### src/rtl/cc20_pkg.sv
// ChaCha20 stream cipher: shared types, constants and round functions.
// No dependencies; imported by every other file of the block.
`default_nettype none

package cc20_pkg;

    localparam int DATA_W      = 64;
    localparam int WORD_W      = 32;
    localparam int CTR_W       = 32;
    localparam int POS_W       = 3;
    localparam int CFG_IDX_W   = 3;
    localparam int CFG_DATA_W  = 64;
    localparam int KEY_ROWS    = 4;
    localparam int STATE_WORDS = 16;
    localparam int KS_ROWS     = 8;
    localparam int FIFO_DEPTH  = 2;
    localparam int FIFO_PTR_W  = $clog2(FIFO_DEPTH);
    localparam int FIFO_CNT_W  = $clog2(FIFO_DEPTH + 1);

    typedef logic [WORD_W-1:0]                    word_t;
    typedef logic [STATE_WORDS-1:0][WORD_W-1:0]   state_t;
    typedef logic [3:0][WORD_W-1:0]               quad_t;
    typedef logic [KS_ROWS-1:0][DATA_W-1:0]       ks_rows_t;

    localparam word_t SIGMA0 = 32'h6170_7865;
    localparam word_t SIGMA1 = 32'h3320_646e;
    localparam word_t SIGMA2 = 32'h7962_2d32;
    localparam word_t SIGMA3 = 32'h6b20_6574;

    localparam logic [POS_W-1:0] LAST_POS = POS_W'(KS_ROWS - 1);

    typedef enum logic [CFG_IDX_W-1:0] {
        REG_KEY0,
        REG_KEY1,
        REG_KEY2,
        REG_KEY3,
        REG_NONCE_LO,
        REG_NONCE_HI,
        REG_CTR_START
    } cfg_idx_t;

    typedef enum logic [1:0] {
        BK_IDLE,
        BK_ROUND,
        BK_FINAL
    } bk_state_t;

    typedef struct packed {
        logic [KEY_ROWS-1:0][DATA_W-1:0] key;
        logic [DATA_W-1:0]               nonce_low;
        logic [WORD_W-1:0]               nonce_high;
    } cc20_cfg_t;

    typedef struct packed {
        logic              load;
        logic [CTR_W-1:0]  value;
    } ctr_load_t;

    typedef struct packed {
        logic [DATA_W-1:0] data;
        logic              eom;
        logic [POS_W-1:0]  pos;
        logic              new_block;
    } item_t;

    function automatic quad_t quarter(word_t a, word_t b, word_t c, word_t d);
        a = a + b; d = d ^ a; d = {d[15:0], d[31:16]};
        c = c + d; b = b ^ c; b = {b[19:0], b[31:20]};
        a = a + b; d = d ^ a; d = {d[23:0], d[31:24]};
        c = c + d; b = b ^ c; b = {b[24:0], b[31:25]};
        return {a, b, c, d};
    endfunction

    // One column round (diag = 0) or one diagonal round (diag = 1).
    function automatic state_t half_round(state_t w, logic diag);
        state_t r;
        r = w;
        if (!diag)
        begin
            {r[0], r[4], r[8],  r[12]} = quarter(w[0], w[4], w[8],  w[12]);
            {r[1], r[5], r[9],  r[13]} = quarter(w[1], w[5], w[9],  w[13]);
            {r[2], r[6], r[10], r[14]} = quarter(w[2], w[6], w[10], w[14]);
            {r[3], r[7], r[11], r[15]} = quarter(w[3], w[7], w[11], w[15]);
        end
        else
        begin
            {r[0], r[5], r[10], r[15]} = quarter(w[0], w[5], w[10], w[15]);
            {r[1], r[6], r[11], r[12]} = quarter(w[1], w[6], w[11], w[12]);
            {r[2], r[7], r[8],  r[13]} = quarter(w[2], w[7], w[8],  w[13]);
            {r[3], r[4], r[9],  r[14]} = quarter(w[3], w[4], w[9],  w[14]);
        end
        return r;
    endfunction

    function automatic state_t init_state(cc20_cfg_t c, word_t ctr);
        state_t s;
        s[0] = SIGMA0;
        s[1] = SIGMA1;
        s[2] = SIGMA2;
        s[3] = SIGMA3;
        for (int i = 0; i < KEY_ROWS; i++)
        begin
            s[4 + 2*i] = c.key[i][WORD_W-1:0];
            s[5 + 2*i] = c.key[i][DATA_W-1:WORD_W];
        end
        s[12] = ctr;
        s[13] = c.nonce_low[WORD_W-1:0];
        s[14] = c.nonce_low[DATA_W-1:WORD_W];
        s[15] = c.nonce_high;
        return s;
    endfunction

endpackage

`default_nettype wire

### src/rtl/cc20_if.sv
// Channel interfaces of the ChaCha20 block: plaintext in, ciphertext out, config writes.
// Depends on cc20_pkg.
`default_nettype none

interface cc20_in_if import cc20_pkg::*; ();
    logic              valid;
    logic              ready;
    logic [DATA_W-1:0] data_chunk;
    logic              end_of_message;

    modport source (output valid, output data_chunk, output end_of_message, input ready);
    modport sink   (input valid, input data_chunk, input end_of_message, output ready);
endinterface


interface cc20_cfg_if import cc20_pkg::*; ();
    logic                  valid;
    logic                  ready;
    logic [CFG_IDX_W-1:0]  index;
    logic [CFG_DATA_W-1:0] data;

    modport source (output valid, output index, output data, input ready);
    modport sink   (input valid, input index, input data, output ready);
endinterface

`default_nettype wire

### src/rtl/cc20_front.sv
// Front end: config register file, chunk position tracking and item tagging.
// Depends on cc20_pkg and cc20_if.
`default_nettype none

module cc20_front import cc20_pkg::*; (
    input  wire logic   clk,
    input  wire logic   rst_n,
    cc20_in_if.sink     plaintext,
    cc20_cfg_if.sink    cfg,
    input  wire logic   q_full,
    output logic        q_push,
    output item_t       q_item,
    output cc20_cfg_t   cfg_state,
    output ctr_load_t   ctr_load
);

    cc20_cfg_t         cfg_reg, cfg_next;
    logic [POS_W-1:0]  pos_reg, pos_next;
    logic              in_acc;
    logic              cfg_acc;

    assign plaintext.ready = !q_full;
    assign cfg.ready       = 1'b1;
    assign in_acc          = plaintext.valid && !q_full;
    assign cfg_acc         = cfg.valid;

    assign q_push           = in_acc;
    assign q_item.data      = plaintext.data_chunk;
    assign q_item.eom       = plaintext.end_of_message;
    assign q_item.pos       = pos_reg;
    assign q_item.new_block = (pos_reg == '0);

    assign cfg_state = cfg_reg;

    always_comb
    begin
        cfg_next       = cfg_reg;
        pos_next       = pos_reg;
        ctr_load.load  = 1'b0;
        ctr_load.value = cfg.data[CTR_W-1:0];
        if (in_acc)
        begin
            if (plaintext.end_of_message || pos_reg == LAST_POS)
                pos_next = '0;
            else
                pos_next = pos_reg + POS_W'(1);
        end
        if (cfg_acc)
        begin
            unique case (cfg_idx_t'(cfg.index))
                REG_KEY0:      cfg_next.key[0]     = cfg.data;
                REG_KEY1:      cfg_next.key[1]     = cfg.data;
                REG_KEY2:      cfg_next.key[2]     = cfg.data;
                REG_KEY3:      cfg_next.key[3]     = cfg.data;
                REG_NONCE_LO:  cfg_next.nonce_low  = cfg.data;
                REG_NONCE_HI:  cfg_next.nonce_high = cfg.data[WORD_W-1:0];
                REG_CTR_START:
                begin
                    ctr_load.load = 1'b1;
                    pos_next      = '0;
                end
                default: ;
            endcase
        end
    end

    always_ff @(posedge clk or negedge rst_n)
    begin
        if (!rst_n)
        begin
            cfg_reg <= '0;
            pos_reg <= '0;
        end
        else
        begin
            cfg_reg <= cfg_next;
            pos_reg <= pos_next;
        end
    end

endmodule

`default_nettype wire

### src/flat_wrapper.sv
// flat-port wrapper written by rule: the top's interface ports become plain ports
module cc20_front_flat import cc20_pkg::*;
  (clk, rst_n, q_full, q_push, q_item, cfg_state, ctr_load, plaintext_valid, plaintext_data_chunk, plaintext_end_of_message, plaintext_ready, cfg_valid, cfg_index, cfg_data, cfg_ready);
  cc20_in_if plaintext_i ();
  cc20_cfg_if cfg_i ();
  input  wire logic clk;
  input  wire logic rst_n;
  input  wire logic q_full;
  output logic q_push;
  output item_t q_item;
  output cc20_cfg_t cfg_state;
  output ctr_load_t ctr_load;
  input wire logic [$bits(plaintext_i.valid)-1:0] plaintext_valid;
  input wire logic [$bits(plaintext_i.data_chunk)-1:0] plaintext_data_chunk;
  input wire logic [$bits(plaintext_i.end_of_message)-1:0] plaintext_end_of_message;
  output wire logic [$bits(plaintext_i.ready)-1:0] plaintext_ready;
  input wire logic [$bits(cfg_i.valid)-1:0] cfg_valid;
  input wire logic [$bits(cfg_i.index)-1:0] cfg_index;
  input wire logic [$bits(cfg_i.data)-1:0] cfg_data;
  output wire logic [$bits(cfg_i.ready)-1:0] cfg_ready;
  assign plaintext_i.valid = plaintext_valid;
  assign plaintext_i.data_chunk = plaintext_data_chunk;
  assign plaintext_i.end_of_message = plaintext_end_of_message;
  assign plaintext_ready = plaintext_i.ready;
  assign cfg_i.valid = cfg_valid;
  assign cfg_i.index = cfg_index;
  assign cfg_i.data = cfg_data;
  assign cfg_ready = cfg_i.ready;
  cc20_front u_core (.clk(clk), .rst_n(rst_n), .plaintext(plaintext_i), .cfg(cfg_i), .q_full(q_full), .q_push(q_push), .q_item(q_item), .cfg_state(cfg_state), .ctr_load(ctr_load));
endmodule
### config.mk
export PLATFORM = sky130hd
export DESIGN_NAME = cc20_front_flat
export DESIGN_NICKNAME = d
export VERILOG_FILES = /design/src/rtl/cc20_pkg.sv /design/src/rtl/cc20_if.sv /design/src/rtl/cc20_front.sv /design/src/flat_wrapper.sv
export SDC_FILE = /design/constraint.sdc
export NUM_CORES = 1
export LEC_CHECK = 0
export ABC_AREA = 1
export BUFFER_PORTS_ARGS = -buffer_cell sky130_fd_sc_hd__buf_4
export CAP_MARGIN = 20
export CORE_AREA = 4 4 231 233
export CTS_CLUSTER_SIZE = 25
export DETAILED_ROUTE_END_ITERATION = 16
export DIE_AREA = 0 0 235 237
export PLACE_DENSITY = 0.49
export SKIP_LAST_GASP = 1
export SYNTH_ARGS = -nofsm -noshare
export SYNTH_HDL_FRONTEND = slang
export SYNTH_SLANG_ARGS = --single-unit
### constraint.sdc
create_clock -name clk -period 1.94 [get_ports clk]
set_input_delay 0.097 -clock clk [delete_from_list [all_inputs] [get_ports clk]]
set_output_delay 0.097 -clock clk [all_outputs]
set_load 0.01 [all_outputs]
After elaboration in Yosys (flattened, before gate mapping) --
Cells that the tools add are included.
Cells by class: multiplexer cells 6, reductions and logical operators 11, equality and inequality tests 7, add/subtract/negate cells 1
Operator list (count):
- $eq A3 B3 Y1 const B | 4
- $mux W3 | 4
- $reduce_and A2 Y1 | 6
- $eq A3 B2 Y1 const B | 2
- $logic_not A3 Y1 | 2
- $add A3 B1 Y3 const B | 1
- $eq A3 B1 Y1 const B | 1
- $mux W1 | 2
- $logic_and A1 B1 Y1 | 1
- $logic_not A1 Y1 | 1
- $logic_or A1 B1 Y1 | 1
Word-level totals: flip-flop bits (word level) 355, input bits 137, logic and storage cells 32, output and inout port bits 457

Depth between registers and ports, before layout --
word-level depth 6, mapped depth 7, mapped depth without buffers 5

Worst setup path after synthesis --
Ideal clock, no wire load.
kind reg-to-reg, from reg u_core.pos_reg[0], to reg u_core.pos_reg[1], buffers on the path 0, stages on the path, launching flop included 6, period minus slack after synthesis 1.230 ns, path slack 0.710 ns, data required time 1.863 ns, arrival 1.152 ns, cell sequence dfrtp_1 -> ha_1 -> ha_1 -> nor2_1 -> nand3_1 -> a21oi_1
Between the ends: cells in the longest elaborated chain, start to end 6, elaborated cells between the ends (all ways) 7, classes of those cells add/sub (1); eq/ne (1); mux (4); reduce/logical (1)
Ends and longest elaborated chain:
- start, declared | line cc20_front.sv:18 | logic [POS_W-1:0] pos_reg, pos_next;
- start signal, assigned | line cc20_front.sv:77 | pos_reg <= pos_next;
- parallel branches: the longest is 2 deep, another holds $add A3 B1 Y3
- $mux W3 * | line cc20_front.sv:43 | if (plaintext.end_of_message || pos_reg == LAST_POS)
- $mux W3 * | line cc20_front.sv:41 | if (in_acc)
- $mux W3 | line cc20_front.sv:50 | unique case (cfg_idx_t'(cfg.index))
- $mux W3 * | line cc20_front.sv:48 | if (cfg_acc)
- via u_core.pos_next[1] | line cc20_front.sv:18
Mark *: on every way through the listed nets, which the timed path passes. A chain may end at the register's enable or synchronous reset.

Worst setup path in the final report --
from reg u_core.pos_reg[0], to reg u_core.pos_reg[2]
Same word-level chain as after synthesis.

==> flow_summary_export.csv <==
group,metric,value,unit
outcome,outcome,"finished, final reports clean",
grt,overflow,0,
logic_synthesis,synth_area_per_cell,10.2,um^2
setup_path,crit_slowest_cell,"dlygate4sd3_1",
job,cap_violations,0,
floorplanning,ioPinCount,594,
sta,relSlewSlack,0.492,
placement,io_buffers,464,
setup_path,crit_fanout,4,
detailed_routing,drtIter0Drc,574,
layout,fillers,5214,
detailed_routing,drtAntennaViolNets,0,
grt,grt_usage,0.157,
logic_synthesis,synth.distinct_cells,18,
hold_path,min_path_cells,3,
clocking,numClockSinks,355,
power,power_density,1170,mW/mm^2
layout,utilization,0.373,
clocking,cts_root_buffer,"clkbuf_16",
placement,dpl_cell_area,0.0171,mm^2
setup_path,required,2400,ps
layout,largest_reg_flops,352,
setup_path,crit_family,"buffers and inverters",
logic_synthesis,synth_area_leader_cell,"dfrtp_1",
sta,worstMarginPinSlew,762,ps
clocking,numCtsBuffers,40,
logic_synthesis,syn_area,0.0136,mm^2
grt,grt_max_degree,129,
power,switching_power,6480,uW
power,peakVddDrop,573,uV
floorplanning,start_util,0.265,
placement,dp_hpwl,31500,um
setup_path,crit_path_end_kind,"register",
floorplanning,chipHeight,237,um
detailed_routing,drc,0,
power,swShare,0.290,
setup_path,path_cells,"ha_1, ha_1, nor2_2, nand3_1, dlygate4sd3_1, a21oi_1",
detailed_routing,first_pass_iters,5,
clocking,h-tree-depth,2,
clocking,clkTransAtPathRegs,60,ps
setup_path,worstReg2RegStart,"u_core.pos_reg[0]",
setup_path,reg2reg_depth,6,
sta,finalSetupViolCount,0,
grt,grt_pass1_vias,10600,
logic_synthesis,synth_top_area_frac,0.654,
floorplanning,rows,83,
sta,rsz0062_at_grt,"no",
sta,hold_violations,0,
setup_path,max_stage_delay,580,ps
layout,n_antenna_cell,0,
grt,grt_pass1_wl,68600,um
sta,fin_tns_setup,0,ps
hold_path,hp-class,"primary input to register",
floorplanning,dieArea,0.0557,mm^2
detailed_routing,drt-vias-per-instance,4.26,
logic_synthesis,yosys-top-cells-area,"dfrtp_1 65%, nand2_1 10%, o21ai_0 7.9%",
setup_path,start_kind,"register",
grt,antenna_found_initial,0,
power,intPower,15900,uW
sta,slew_viol_final,0,
clocking,clockBufferDepth,3,
logic_synthesis,yosys_register_bits,355,
clocking,cts_tree,"done",
sta,max_freq,543,MHz
setup_path,reg2reg_slack,100,ps
clocking,clock_latency,540,ps
power,p_seq_frac,0.432,
setup_path,crit_buf_inv,1,
setup_path,crit_start,"u_core.pos_reg[0]",
detailed_routing,finalWirelength,44900,um
detailed_routing,wire_per_inst,18.2,um
logic_synthesis,yosysSeqAreaShare,0.654,
detailed_routing,vias,10500,
floorplanning,core_area,0.0512,mm^2
setup_path,path_depth,6,
sta,finalClockSkew,4.80,ps
hold_path,holdCritStartpoint,"cfg_data[24]",
logic_synthesis,synth_nets,1477,
logic_synthesis,ys_warn_count,0,
setup_path,worstSetupPathType,"register to register",
power,clock_power_share,0.337,
layout,drive_gt1_frac,0.311,
sta,fin_crit_sh,0.949,
setup_path,cp_common_cell,"ha_1",
placement,gp_congestion,0.788,
layout,area_growth,40.6,%
floorplanning,die_width,235,um
layout,final_cell_area,0.0191,mm^2
sta,min_period,1840,ps
setup_path,cp.arrival,2300,ps
layout,final_nets,1902,
power,p_leak,0.00979,uW
logic_synthesis,synthCells,1337,
power,comb_power_share,0.231,
## cells in the final DEF (no fill, tap or decap), types with 2 or more instances in the layout
| master | instances |
|---|---|
| buf_4 | 476 |
| nand2_1 | 357 |
| dfrtp_1 | 355 |
| o21ai_0 | 215 |
| o21ai_1 | 138 |
| inv_1 | 75 |
| dlygate4sd3_1 | 69 |
| clkbuf_16 | 41 |
| buf_12 | 11 |
| clkbuf_8 | 10 |
| clkbuf_1 | 8 |
| clkinv_2 | 6 |
| nor2_1 | 5 |
| nand2_4 | 4 |
| nor2_2 | 3 |
| a21oi_1 | 3 |
| ha_1 | 3 |
| nand3_1 | 2 |
| bufinv_16 | 2 |
## power groups by stage
stage / registers (uW) / logic (uW) / clock network [uW]
final: 9660 / 5150 / 7530
after floorplan: 10300 / 1420 / 0
after global placement: 9760 / 5100 / 0
after detailed placement: 9770 / 5160 / 0
after CTS: 9670 / 5280 / 7770
after global routing: 9840 / 5660 / 8080
## logic make-up (layout without fill, tap and decap cells)
logic type | Yosys count | after routing | synth area share
simple gates | 373 | 373 | 0.104
compound gates | 356 | 356 | 0.131
flops | 355 | 355 | 0.654
buf+inv | 249 | 701 | 0.107
fa+ha+maj | 3 | 3 | 0.00277
other cells | 1 | 1 | 0.000276
## metal layers
metal | up-vias | wire [um] | GRT usage
met5 | - | 0 | 0
met4 | 0 | 1380 | 0.0528
met3 | 83 | 3180 | 0.0465
met2 | 375 | 21700 | 0.258
met1 | 5012 | 18700 | 0.198
li1 | 5053 | - | -
## area by class of cell
type	count	area, um^2	share of cell area
Clock inverter	10	106	0.00557
Inverter	75	282	0.0148
Clock buffer	59	1190	0.0625
Timing Repair Buffer	557	4500	0.236
Multi-Input combinational cell	733	3270	0.171
Tap cell	680	851	0.0446
Sequential cell	355	8880	0.466
## what timing repair did
item,in CTS,in global routing
endpoints found under the setup margin,0,2
hold buffers,69,0
hold endpoints to repair,590,0
resized for setup,0,1
setup buffers,0,0
## per-stage QoR
step | total power (uW) | instances | hold slack, ps | setup slack [ps]
after floorplan | 11700 | 1337 | -199 | 710
after global placement | 14900 | 2331 | 97.8 | 588
after detailed placement | 14900 | 2331 | 96.1 | 585
after CTS | 22700 | 2469 | 5.87 | 88.9
after global routing | 23600 | 2469 | 37.3 | 4.13
final | 22300 | 2469 | 46.5 | 99.9
## synth_stat cells
library cell and number:
nor2_2 2, buf_2 41, dfrtp_1 355, buf_4 100, clkbuf_2 11, inv_1 75, o21ai_1 138, o21ai_0 215
clkbuf_1 11, buf_6 11, nand2_2 1, nand2_1 361, nand4_1 1, ha_1 3, a21oi_1 3, nor2_1 6
nand3_1 2, conb_1 1
## worst paths after layout
kind,endpoint
setup / recovery,u_core.pos_reg[2]
min in group asynchronous,u_core.cfg_state[73]
hold reg to reg,u_core.cfg_state[26]
setup reg to reg,u_core.pos_reg[2]
hold / removal,u_core.cfg_state[248]
max in group asynchronous,u_core.cfg_state[270]
## worst reg2reg max path: cells and delay by family (launching register included)
family | cells | cell delay [ps]
adders and majority gates | 2 | 390
and+or+nand+nor | 2 | 260
buffers and inverters | 1 | 580
AOI/OAI and AO/OA | 1 | 130
DFF | 1 | 400
(Power assumes the default switching activity.)
