===== src/rtl/cc20_pkg.sv =====
// ChaCha20 stream cipher: shared types, constants and round functions.
// No dependencies; imported by every other file of the block.
`default_nettype none

package cc20_pkg;

    localparam int DATA_W      = 64;
    localparam int WORD_W      = 32;
    localparam int CTR_W       = 32;
    localparam int POS_W       = 3;
    localparam int CFG_IDX_W   = 3;
    localparam int CFG_DATA_W  = 64;
    localparam int KEY_ROWS    = 4;
    localparam int STATE_WORDS = 16;
    localparam int KS_ROWS     = 8;
    localparam int FIFO_DEPTH  = 2;
    localparam int FIFO_PTR_W  = $clog2(FIFO_DEPTH);
    localparam int FIFO_CNT_W  = $clog2(FIFO_DEPTH + 1);

    typedef logic [WORD_W-1:0]                    word_t;
    typedef logic [STATE_WORDS-1:0][WORD_W-1:0]   state_t;
    typedef logic [3:0][WORD_W-1:0]               quad_t;
    typedef logic [KS_ROWS-1:0][DATA_W-1:0]       ks_rows_t;

    localparam word_t SIGMA0 = 32'h6170_7865;
    localparam word_t SIGMA1 = 32'h3320_646e;
    localparam word_t SIGMA2 = 32'h7962_2d32;
    localparam word_t SIGMA3 = 32'h6b20_6574;

    localparam logic [POS_W-1:0] LAST_POS = POS_W'(KS_ROWS - 1);

    typedef enum logic [CFG_IDX_W-1:0] {
        REG_KEY0,
        REG_KEY1,
        REG_KEY2,
        REG_KEY3,
        REG_NONCE_LO,
        REG_NONCE_HI,
        REG_CTR_START
    } cfg_idx_t;

    typedef enum logic [1:0] {
        BK_IDLE,
        BK_ROUND,
        BK_FINAL
    } bk_state_t;

    typedef struct packed {
        logic [KEY_ROWS-1:0][DATA_W-1:0] key;
        logic [DATA_W-1:0]               nonce_low;
        logic [WORD_W-1:0]               nonce_high;
    } cc20_cfg_t;

    typedef struct packed {
        logic              load;
        logic [CTR_W-1:0]  value;
    } ctr_load_t;

    typedef struct packed {
        logic [DATA_W-1:0] data;
        logic              eom;
        logic [POS_W-1:0]  pos;
        logic              new_block;
    } item_t;

    function automatic quad_t quarter(word_t a, word_t b, word_t c, word_t d);
        a = a + b; d = d ^ a; d = {d[15:0], d[31:16]};
        c = c + d; b = b ^ c; b = {b[19:0], b[31:20]};
        a = a + b; d = d ^ a; d = {d[23:0], d[31:24]};
        c = c + d; b = b ^ c; b = {b[24:0], b[31:25]};
        return {a, b, c, d};
    endfunction

    // One column round (diag = 0) or one diagonal round (diag = 1).
    function automatic state_t half_round(state_t w, logic diag);
        state_t r;
        r = w;
        if (!diag)
        begin
            {r[0], r[4], r[8],  r[12]} = quarter(w[0], w[4], w[8],  w[12]);
            {r[1], r[5], r[9],  r[13]} = quarter(w[1], w[5], w[9],  w[13]);
            {r[2], r[6], r[10], r[14]} = quarter(w[2], w[6], w[10], w[14]);
            {r[3], r[7], r[11], r[15]} = quarter(w[3], w[7], w[11], w[15]);
        end
        else
        begin
            {r[0], r[5], r[10], r[15]} = quarter(w[0], w[5], w[10], w[15]);
            {r[1], r[6], r[11], r[12]} = quarter(w[1], w[6], w[11], w[12]);
            {r[2], r[7], r[8],  r[13]} = quarter(w[2], w[7], w[8],  w[13]);
            {r[3], r[4], r[9],  r[14]} = quarter(w[3], w[4], w[9],  w[14]);
        end
        return r;
    endfunction

    function automatic state_t init_state(cc20_cfg_t c, word_t ctr);
        state_t s;
        s[0] = SIGMA0;
        s[1] = SIGMA1;
        s[2] = SIGMA2;
        s[3] = SIGMA3;
        for (int i = 0; i < KEY_ROWS; i++)
        begin
            s[4 + 2*i] = c.key[i][WORD_W-1:0];
            s[5 + 2*i] = c.key[i][DATA_W-1:WORD_W];
        end
        s[12] = ctr;
        s[13] = c.nonce_low[WORD_W-1:0];
        s[14] = c.nonce_low[DATA_W-1:WORD_W];
        s[15] = c.nonce_high;
        return s;
    endfunction

endpackage

`default_nettype wire


===== src/rtl/cc20_fifo.sv =====
// Two-entry queue of tagged items between the front end and the keystream core.
// Depends on cc20_pkg.
`default_nettype none

module cc20_fifo import cc20_pkg::*; (
    input  wire logic   clk,
    input  wire logic   rst_n,
    input  wire logic   push,
    input  wire item_t  push_item,
    input  wire logic   pop,
    output logic        full,
    output logic        head_valid,
    output item_t       head_item
);

    item_t                  mem_reg [FIFO_DEPTH];
    logic [FIFO_PTR_W-1:0]  wr_ptr_reg, wr_ptr_next;
    logic [FIFO_PTR_W-1:0]  rd_ptr_reg, rd_ptr_next;
    logic [FIFO_CNT_W-1:0]  cnt_reg, cnt_next;
    logic                   do_push;
    logic                   do_pop;

    assign full       = (cnt_reg == FIFO_CNT_W'(FIFO_DEPTH));
    assign head_valid = (cnt_reg != '0);
    assign head_item  = mem_reg[rd_ptr_reg];
    assign do_push    = push && !full;
    assign do_pop     = pop && head_valid;

    always_comb
    begin
        wr_ptr_next = wr_ptr_reg;
        rd_ptr_next = rd_ptr_reg;
        cnt_next    = cnt_reg;
        if (do_push)
            wr_ptr_next = (wr_ptr_reg == FIFO_PTR_W'(FIFO_DEPTH - 1)) ? '0
                        : wr_ptr_reg + FIFO_PTR_W'(1);
        if (do_pop)
            rd_ptr_next = (rd_ptr_reg == FIFO_PTR_W'(FIFO_DEPTH - 1)) ? '0
                        : rd_ptr_reg + FIFO_PTR_W'(1);
        if (do_push && !do_pop)
            cnt_next = cnt_reg + FIFO_CNT_W'(1);
        else if (do_pop && !do_push)
            cnt_next = cnt_reg - FIFO_CNT_W'(1);
    end

    always_ff @(posedge clk or negedge rst_n)
    begin
        if (!rst_n)
        begin
            wr_ptr_reg <= '0;
            rd_ptr_reg <= '0;
            cnt_reg    <= '0;
        end
        else
        begin
            wr_ptr_reg <= wr_ptr_next;
            rd_ptr_reg <= rd_ptr_next;
            cnt_reg    <= cnt_next;
        end
    end

    always_ff @(posedge clk)
    begin
        if (do_push)
            mem_reg[wr_ptr_reg] <= push_item;
    end

endmodule

`default_nettype wire


===== config.mk =====
export PLATFORM = sky130hd
export DESIGN_NAME = cc20_fifo
export DESIGN_NICKNAME = d
export VERILOG_FILES = /design/src/rtl/cc20_pkg.sv /design/src/rtl/cc20_fifo.sv
export SDC_FILE = /design/constraint.sdc
export NUM_CORES = 1
export LEC_CHECK = 0
export ABC_AREA = 0
export BUFFER_PORTS_ARGS = -buffer_cell sky130_fd_sc_hd__buf_2
export CORE_UTILIZATION = 37
export CTS_BUF_LIST = sky130_fd_sc_hd__clkbuf_8
export CTS_CLUSTER_SIZE = 16
export DETAILED_ROUTE_END_ITERATION = 10
export MAX_ROUTING_LAYER = met4
export PLACE_DENSITY = 0.74
export SYNTH_ARGS = -nofsm -noshare
export SYNTH_HDL_FRONTEND = slang
export SYNTH_SLANG_ARGS = --single-unit

===== constraint.sdc =====
create_clock -name clk -period 4 [get_ports clk]
set_input_delay 0.6 -clock clk [delete_from_list [all_inputs] [get_ports clk]]
set_output_delay 0.6 -clock clk [all_outputs]
set_load 0.02 [all_outputs]

# ---- Yosys cells after proc, flatten, opt, wreduce, memory -nomap -nowiden
# Memories as Yosys holds them, arrays and structs flattened.
# Index checks and enable logic that the tools add are counted.
# Widths: inputs -> output; s select.
dict set report op_classes {
  reduce_logical 9
  mux 6
  n_eq_ne 1
  add_sub_neg 4
}
# op n
set ops {}
lappend ops {{$logic_and 1x1->1} 4}
lappend ops {{$mux 1} 4}
lappend ops {{$mux 2} 2}
lappend ops {{$reduce_bool 2->1} 2}
lappend ops {{$logic_not 1->1} 3}
lappend ops {{$add 1x1->1 const B} 2}
lappend ops {{$add 2x1->2 const B} 1}
lappend ops {{$eq 2x2->1 const B} 1}
lappend ops {{$sub 2x1->2 const B} 1}
dict set report totals {
  input_bits 73
  ff_bits 4
  memories 1
  mem_bits_rw 138
}
# name words width read_ports rd_clocked_by_memory_dff wr line
set memory_table {}
lappend memory_table {mem_reg 2 69 1 0 1 cc20_fifo.sv:16} ;# item_t mem_reg [FIFO_DEPTH];

# ---- Longest topological paths before layout
# Gate-level depths: netlist of run 1.
dict set report depth {
  ltp_word 7
  depth_mapped 7
}

# ---- Worst setup path before layout of run 1
# Ideal clock, no wire load.
dict set report synth_timing {
  path_type {input -> register}
  from {input push}
  to {memory mem_reg[0][0] in the netlist's numbering, enable pin}
  path_stages 2
  slack_ps -68
  arrival_ps 3571
  setup_time_ps 496
  n_path_buf 0
  cell_sequence {nand2_1 > nor2_1}
}
dict set report synth_via {
  elab_chain_cells 3
}
# element line
set synth_rtl {}
lappend synth_rtl {{start: declaration} cc20_fifo.sv:8} ;# input wire logic push,
lappend synth_rtl {{$logic_and 1x1->1} cc20_fifo.sv:26} ;# assign do_push = push && !full;
lappend synth_rtl {{$mux 1} cc20_fifo.sv:64} ;# if (do_push)
lappend synth_rtl {{$mux 1 (not written as such)} cc20_fifo.sv:65} ;# mem_reg[wr_ptr_reg] <= push_item;
lappend synth_rtl {{end: declaration} cc20_fifo.sv:16}
# No other way between the ends.

==> qor.txt, run 1 <==
First-pass GRT wire length = 13900 microns
DRC = 0
Fill count = 1261
R2R cell count = 4
Adder-cell share of the synthesized area = 0.226%
Worst r2r src = cnt_reg[0]
Synth Warn # = 0
Crit Path Max Fanout = 41
Num CTS Buffers = 17
Layout Skew = 0.00961 ns
Mapped Nets = 308
Setup_tns = 0 ns
Rows = 44
Hold Path Class = input port to flip-flop
# placed instances = 555
Commonest non-fill, non-tap cells in the layout = 143 x buf_2, 138 x edfxtp_1, 69 x mux2_4
Vias in the first global route = 2746
CTS clock-pin slew for the worst setup and hold paths = 0.08 ns
Worst-Margin Slew = 1.00 ns
N_diodes = 0
Initial antenna violation count = 0
Post-DRT Antenna Nets = 0
RSZ-0062 raised after global routing = no
Avg WL per Cell = 15.5 microns
Final WL = 9120 microns
Final setup violation count = 0
Syn_area_per_cell = 23.6 sq um
P_leak = 2.78 nW
Startpoint Class = flip-flop
CP arrival = 2.24 ns
Main combinational cell family by area after synthesis = multiplexers
DP HPWL = 5850 microns
Syn-to-layout area delta = 24.1%
Core area = 14500 sq um
Mapped Cells = 234
Tcrit/Tclk final = 71.1%
Fin cells = 588
Seq cells post-synth = 142
Total congestion overflow = 0
Die area = 15400 sq um
Period minus WS final = 2.84 ns
Seq/Total Area, Yosys = 76.8%
Layout cell share with drive strength beyond 1 = 60.9%
Clk buf depth = 2
Status = finished clean
Post-CTS sizing = 0
Fmax = 352 MHz
Worst slew margin = 33.2%
I/O pin cnt = 144
FF+latch area = 4250 sq um
Final Instance Area = 6860 sq um
Post-synthesis compound-gate area fraction = 0%
Top cell type's share of synthesized area = 74.9%
Crit Path Category = flip-flop to output pin
DR vias = 2645
Endpoint class of the critical path = output pin
Die Span Y = 124 microns
Most common cell after layout, fill and taps aside = buf_2
GRT Total Usage = 12.5%
Pwr Total = 5.38 mW
Largest area contributor in the netlist = edfxtp_1
Initial Utilization = 38.0%
Number of max-cap violations = 0
CP Depth = 3
Delay-heaviest family, CP = flip-flops
Multi-input logic area = 1140 sq um
Hold path depth = 1
Vias per inst = 4.50
Nets = 465
H-tree lvl count = 4
Power per Cell Area = 784 nW/um^2
Cell Area, Placed = 6370 sq um
Worst-Skew Late Latency = 0.44 ns
Final Slew Violations = 0
Die Wd = 124 microns
Iteration-0 DRC Markers = 145
# port buffers = 143
Largest register FFs = 138
TritonCTS clock tree = done
Routability-driven placement congestion ratio = 0.681
Xor/xnor share of the synthesized area = 0.792%
Clock tree sinks = 142
Final Hold Fails = 0
Mux cell area share after synthesis = 18.7%
CP cell instances = buf_12 -> mux2_4 -> buf_2
Synth Cell Area = 5530 sq um
DRT Pass-1 Iters = 4
Critical Path Source = rd_ptr_reg
Post-Synth Simple-Gate Area = 0.611%
Flop-to-flop setup slack = 1.82 ns
VDD IR max = 537 uV
Crit path largest cell delay = 0.96 ns
Largest net degree at the start of global routing = 70
Synth area leaders = edfxtp_1 75%, mux2_4 19%, buf_12 2.5%
Core Util, Final = 47.2%
Slowest CP cell = dfrtp_4
Worst path bufs/invs = 2
Worst Hold Launch = push_item[47]
Synth cell types = 14
Cell at the root of the clock tree = clkbuf_8
Critical Path RT = 3.40 ns
==> power by group <==
part / switching [mW] / internal (mW) / total (mW)
Combinational: 0.934 / 0.828 / 1.76
Clock: 0.511 / 0.857 / 1.37
Sequential: 0.208 / 2.04 / 2.25
==> repair_timing <==
action / CTS / global route
hold buffers: 1 / 0
buffers inserted: 0 / 0
hold endpoints to repair: 4 / 0
==> worst paths after layout <==
kind                                  end
max                         head_item[26]
min                        mem_reg[1][47]
min reg2reg                    cnt_reg[1]
max reg2reg                mem_reg[0][52]
min in group asynchronous      cnt_reg[0]
max in group asynchronous      rd_ptr_reg
==> synth_stat cells, drive strengths merged <==
| master | instances |
|---|---|
| edfxtp | 138 |
| mux2 | 69 |
| buf | 8 |
| dfrtp | 4 |
| xnor2 | 3 |
| inv | 2 |
| nand2 | 2 |
| nor2 | 2 |
| xor2 | 2 |
| and3 | 1 |
| ha | 1 |
| nand2b | 1 |
| or2 | 1 |
==> cell families after synthesis <==
family,after synthesis
AND/OR/NAND/NOR,7
multiplexers,69
adder cells (fa/ha/maj),1
buffers and inverters,10
flip-flops,142
XOR/XNOR,5
==> worst register-to-register path, stage by stage (launching register included) <==
cell,delay (ns)
dfrtp_1,0.41
nand2b_1,0.19
nand2_1,0.15
nor2_4,0.31
buf_4,0.72
==> stage by stage <==
stage          worst slack (ns)  hold WS [ns]
2_1_floorplan              1.09         0.304
3_3_place_gp               1.59         0.410
6_report                   1.16         0.345
3_5_place_dp               1.58         0.414
5_1_grt                    1.02         0.304
4_1_cts                    1.08         0.299
==> routing by layer <==
metal  up-vias  routed length (microns)  track usage [%]
met5         -                        0                -
met4         0                      110             5.03
met3         9                      624             5.39
met2       101                     4530             19.3
met1      1305                     3860             14.3
li1       1230                        -                -
==> final cells by class <==
cell class                      count  share of cell area (%)
Clock inverter                     15                    3.63
Tap cell                          184                    3.36
Timing Repair Buffer              146                    11.0
Inverter                            2                   0.109
Multi-Input combinational cell     82                    16.6
Sequential cell                   142                    61.9
Clock buffer                       17                    3.41
(Power assumes the default switching activity.)
==> run 2: changes to the inputs <==
- ABC_AREA: 0 -> 1
- PLACE_DENSITY: 0.74 -> 0.72
- clock period: 4 -> 2.8 ns (I/O delays scaled with it)
==> run 2 against run 1 <==
Count of clock-buffer cells in the layout is the same. Global-route usage grew 2.3 points. Clock power grew 15%. Hold slack lost 0.16 ns. Register-to-register slack lost 0.73 ns. Critical path type unchanged. Highest routed layer unchanged.
==> qor.txt, run 2 <==
Status = finished clean
TritonCTS clock tree = done
Worst-Margin Slew = 0.757 ns (-0.246 ns)
Placement Setup Slack = 0.960 ns (-0.620 ns)
Sequential share of power = 42.3% (+0.5 points)
Clock share of power = 22.0% (-3.4 points)
Tcrit/Tclk final = 82.3%
Die Wd = 121 microns (-2.4%)
Gate power share = 35.7% (+2.9 points)
Largest register FFs = 138 (unchanged)
Commonest non-fill, non-tap cells in the layout = 217 x nand2_1, 143 x buf_2, 138 x edfxtp_1
P_leak = 2.83 nW (+1.9%)
Mapped Cells = 392 (+68%)
RSZ-0062 raised after global routing = no
Fmax = 434 MHz
Crit path largest cell delay = 0.59 ns (-0.37 ns)
Worst Hold Launch = push_item[65]
I/O pin cnt = 144 (unchanged)
Commonest cells post-synth = 217 x nand2_1, 138 x edfxtp_1, 7 x buf_2
Core area = 13900 sq um (-4.5%)
Rows = 43 (-2.3%)
Most common cell on crit path = nand2_1
N_diodes = 0 (unchanged)
Period minus WS final = 2.30 ns
Most instantiated library cell after synthesis = nand2_1
Vias per inst = 4.45 (-1.0%)
Routability-driven placement congestion ratio = 0.711 (+4.5%)
Final worst slack = 0.496 ns (-0.660 ns)
Slowest CP cell = buf_4
Largest net degree at the start of global routing = 71 (+1.4%)
Critical Path RT = 2.38 ns (-1.02 ns)
Die Span Y = 121 microns (-2.4%)
Worst path bufs/invs = 2 (unchanged)
Layout Skew = 0.00392 ns (-0.00569 ns)
First-pass GRT wire length = 15700 microns (+13%)
H-tree lvl count = 4 (unchanged)
Hold path depth = 1 (unchanged)
Num CTS Buffers = 17 (unchanged)
Hold EP = mem_reg[1][65]
Worst-Skew Late Latency = 0.42 ns (-0.02 ns)
Nets = 619 (+33%)
Startpoint Class = flip-flop
Pwr Total = 7.14 mW (+33%)
Hold Path Class = input port to flip-flop
Mapped Nets = 466 (+51%)
Synth area leaders = edfxtp_1 79%, nand2_1 15%, dfrtp_1 1.9%
DR vias = 3281 (+24%)
# port buffers = 143 (unchanged)
Clk buf depth = 2 (unchanged)
Seq/Total Area, Yosys = 80.7% (+3.9 points)
Power Internal = 4.46 mW (+20%)
Syn-to-layout area delta = 24.4%
Multi-input logic area = 887 sq um (-22%)
R2R cell count = 4 (unchanged)
Iteration-0 DRC Markers = 233 (+61%)
Setup_tns = 0 ns (unchanged)
Cell at the root of the clock tree = clkbuf_8
Most common cell after layout, fill and taps aside = nand2_1
Final Hold Fails = 0 (unchanged)
Initial antenna violation count = 0 (unchanged)
GRT Total Usage = 14.8% (+2.3 points)
Worst slew margin = 49.5% (+16 points)
Initial Utilization = 37.9% (-0.16 points)
Synth Cell Area = 5260 sq um (-4.9%)
Endpoint class of the critical path = output pin
Final Slew Violations = 0 (unchanged)
Crit Path Max Fanout = 70 (+71%)
Post-DRT Antenna Nets = 0 (unchanged)
Cts hold-fix bufs = 1 (unchanged)
Avg WL per Cell = 13.6 microns (-12%)
Power per Cell Area = 1090 nW/um^2 (+39%)
Worst r2r src = cnt_reg[1]
CP Depth = 4 (+1)
Layout cell share with drive strength beyond 1 = 33.0% (-28 points)
Psw = 2.68 mW (+62%)
Postcts setup bufs = 0 (unchanged)
Delay-heaviest family, CP = buffers and inverters
Seq cells post-synth = 142 (unchanged)
Synth Warn # = 0 (unchanged)
CP cell instances = buf_4 -> nand2_1 -> nand2_1 -> buf_2
Total congestion overflow = 0 (unchanged)
Vias in the first global route = 3256 (+19%)
DRC = 0 (unchanged)
Dominant synthesized flop cell = edfxtp_1
Flop-to-flop setup slack = 1.09 ns (-0.73 ns)
FF+latch area = 4250 sq um (about the same)
DP HPWL = 6530 microns (+11%)
Number of max-cap violations = 0 (unchanged)
Final WL = 10000 microns (+10%)
Fill count = 1264 (+0.24%)
Sw Share = 37.5% (+6.8 points)
Crit Path Category = flip-flop to output pin
VDD IR max = 545 uV (+1.3%)
Post-CTS sizing = 0 (unchanged)
Synth async-reset ratio = 2.82% (unchanged)
CP arrival = 1.88 ns (-0.36 ns)
DRT Pass-1 Iters = 4 (unchanged)
Final setup violation count = 0 (unchanged)
Synth cell types = 17 (+3)
CTS clock-pin slew for the worst setup and hold paths = 0.07 ns (about the same)
Syn_area_per_cell = 13.4 sq um (-43%)
FF-to-FF End = mem_reg[1][26]
Largest area contributor in the netlist = edfxtp_1
Die area = 14700 sq um (-4.8%)
Clock tree sinks = 142 (unchanged)
Number of flops mapped to enable cells by yosys = 138 (unchanged)
Top cell type's share of synthesized area = 78.8% (+3.9 points)
## run 2: cell types whose count changed in the layout (fill, tap and decap cells not counted), sizes merged, moves of 2 or more
| cell | before | now |
|---|---|---|
| xnor2 | 3 | 1 |
| inv | 3 | 9 |
| buf | 145 | 148 |
| nand3 | 0 | 2 |
| clkinvlp | 1 | 3 |
| bufinv | 7 | 3 |
| xor2 | 2 | 0 |
| nand2 | 2 | 218 |
| mux2 | 69 | 0 |
## run 2: worst max-delay path by stage
stage,start,end,slack [ns]
after floorplan,cnt_reg[1],mem_reg[0][0],0.29
after global placement,rd_ptr_reg,head_item[23],1.0
after global routing,rd_ptr_reg,head_item[15],0.36
after detailed placement,rd_ptr_reg,head_item[33],0.96
after CTS,rd_ptr_reg,head_item[33],0.47
final,rd_ptr_reg,head_item[33],0.50
## run 2: stage by stage
stage	cell area, sq um	hold WS (ns)	instances	utilization, %
finish	6540	0.186	737	47.1
global route	6540	0.132	737	47.1
CTS	6540	0.137	737	47.1
detailed placement	6140	0.232	705	44.3
global placement	6140	0.230	705	44.3
floorplan	5270	0.124	392	-
## run 2: layout make-up
cell class / instances / share of cell area [%]
Sequential cell: 142 / 64.9
Multi-Input combinational cell: 227 / 13.6
Timing Repair Buffer: 149 / 11.7
Clock buffer: 17 / 3.58
Tap cell: 180 / 3.44
Clock inverter: 14 / 2.33
Inverter: 8 / 0.497
## run 2: kinds of logic after synthesis
logic type / share of synthesized area [%]
xor gates and xnor gates: 0.167
adders and majority gates: 0.238
AOI/OAI and AO/OA: 0.0951
buffers and inverters: 2.57
DFF: 80.7
and+or+nand+nor: 16.2
## run 2: per-layer routing
| metal | GRT usage, % | wire length [microns] | up-vias |
|---|---|---|---|
| met2 | 23.8 | 5190 | 107 |
| li1 | - | - | 1619 |
| met1 | 17.0 | 4220 | 1551 |
| met4 | 5.25 | 34 | 0 |
| met3 | 5.64 | 608 | 4 |
| met5 | - | 0 | - |
## run 2: power groups by stage
| stage | Clock (mW) | Sequential [mW] | Combinational (mW) |
|---|---|---|---|
| 5_1_grt | 1.71 | 3.06 | 2.82 |
| 2_1_floorplan | 0 | 3.05 | 1.78 |
| 4_1_cts | 1.63 | 3.02 | 2.60 |
| 6_report | 1.57 | 3.02 | 2.55 |
| 3_5_place_dp | 0 | 3.07 | 2.59 |
| 3_3_place_gp | 0 | 3.05 | 2.54 |
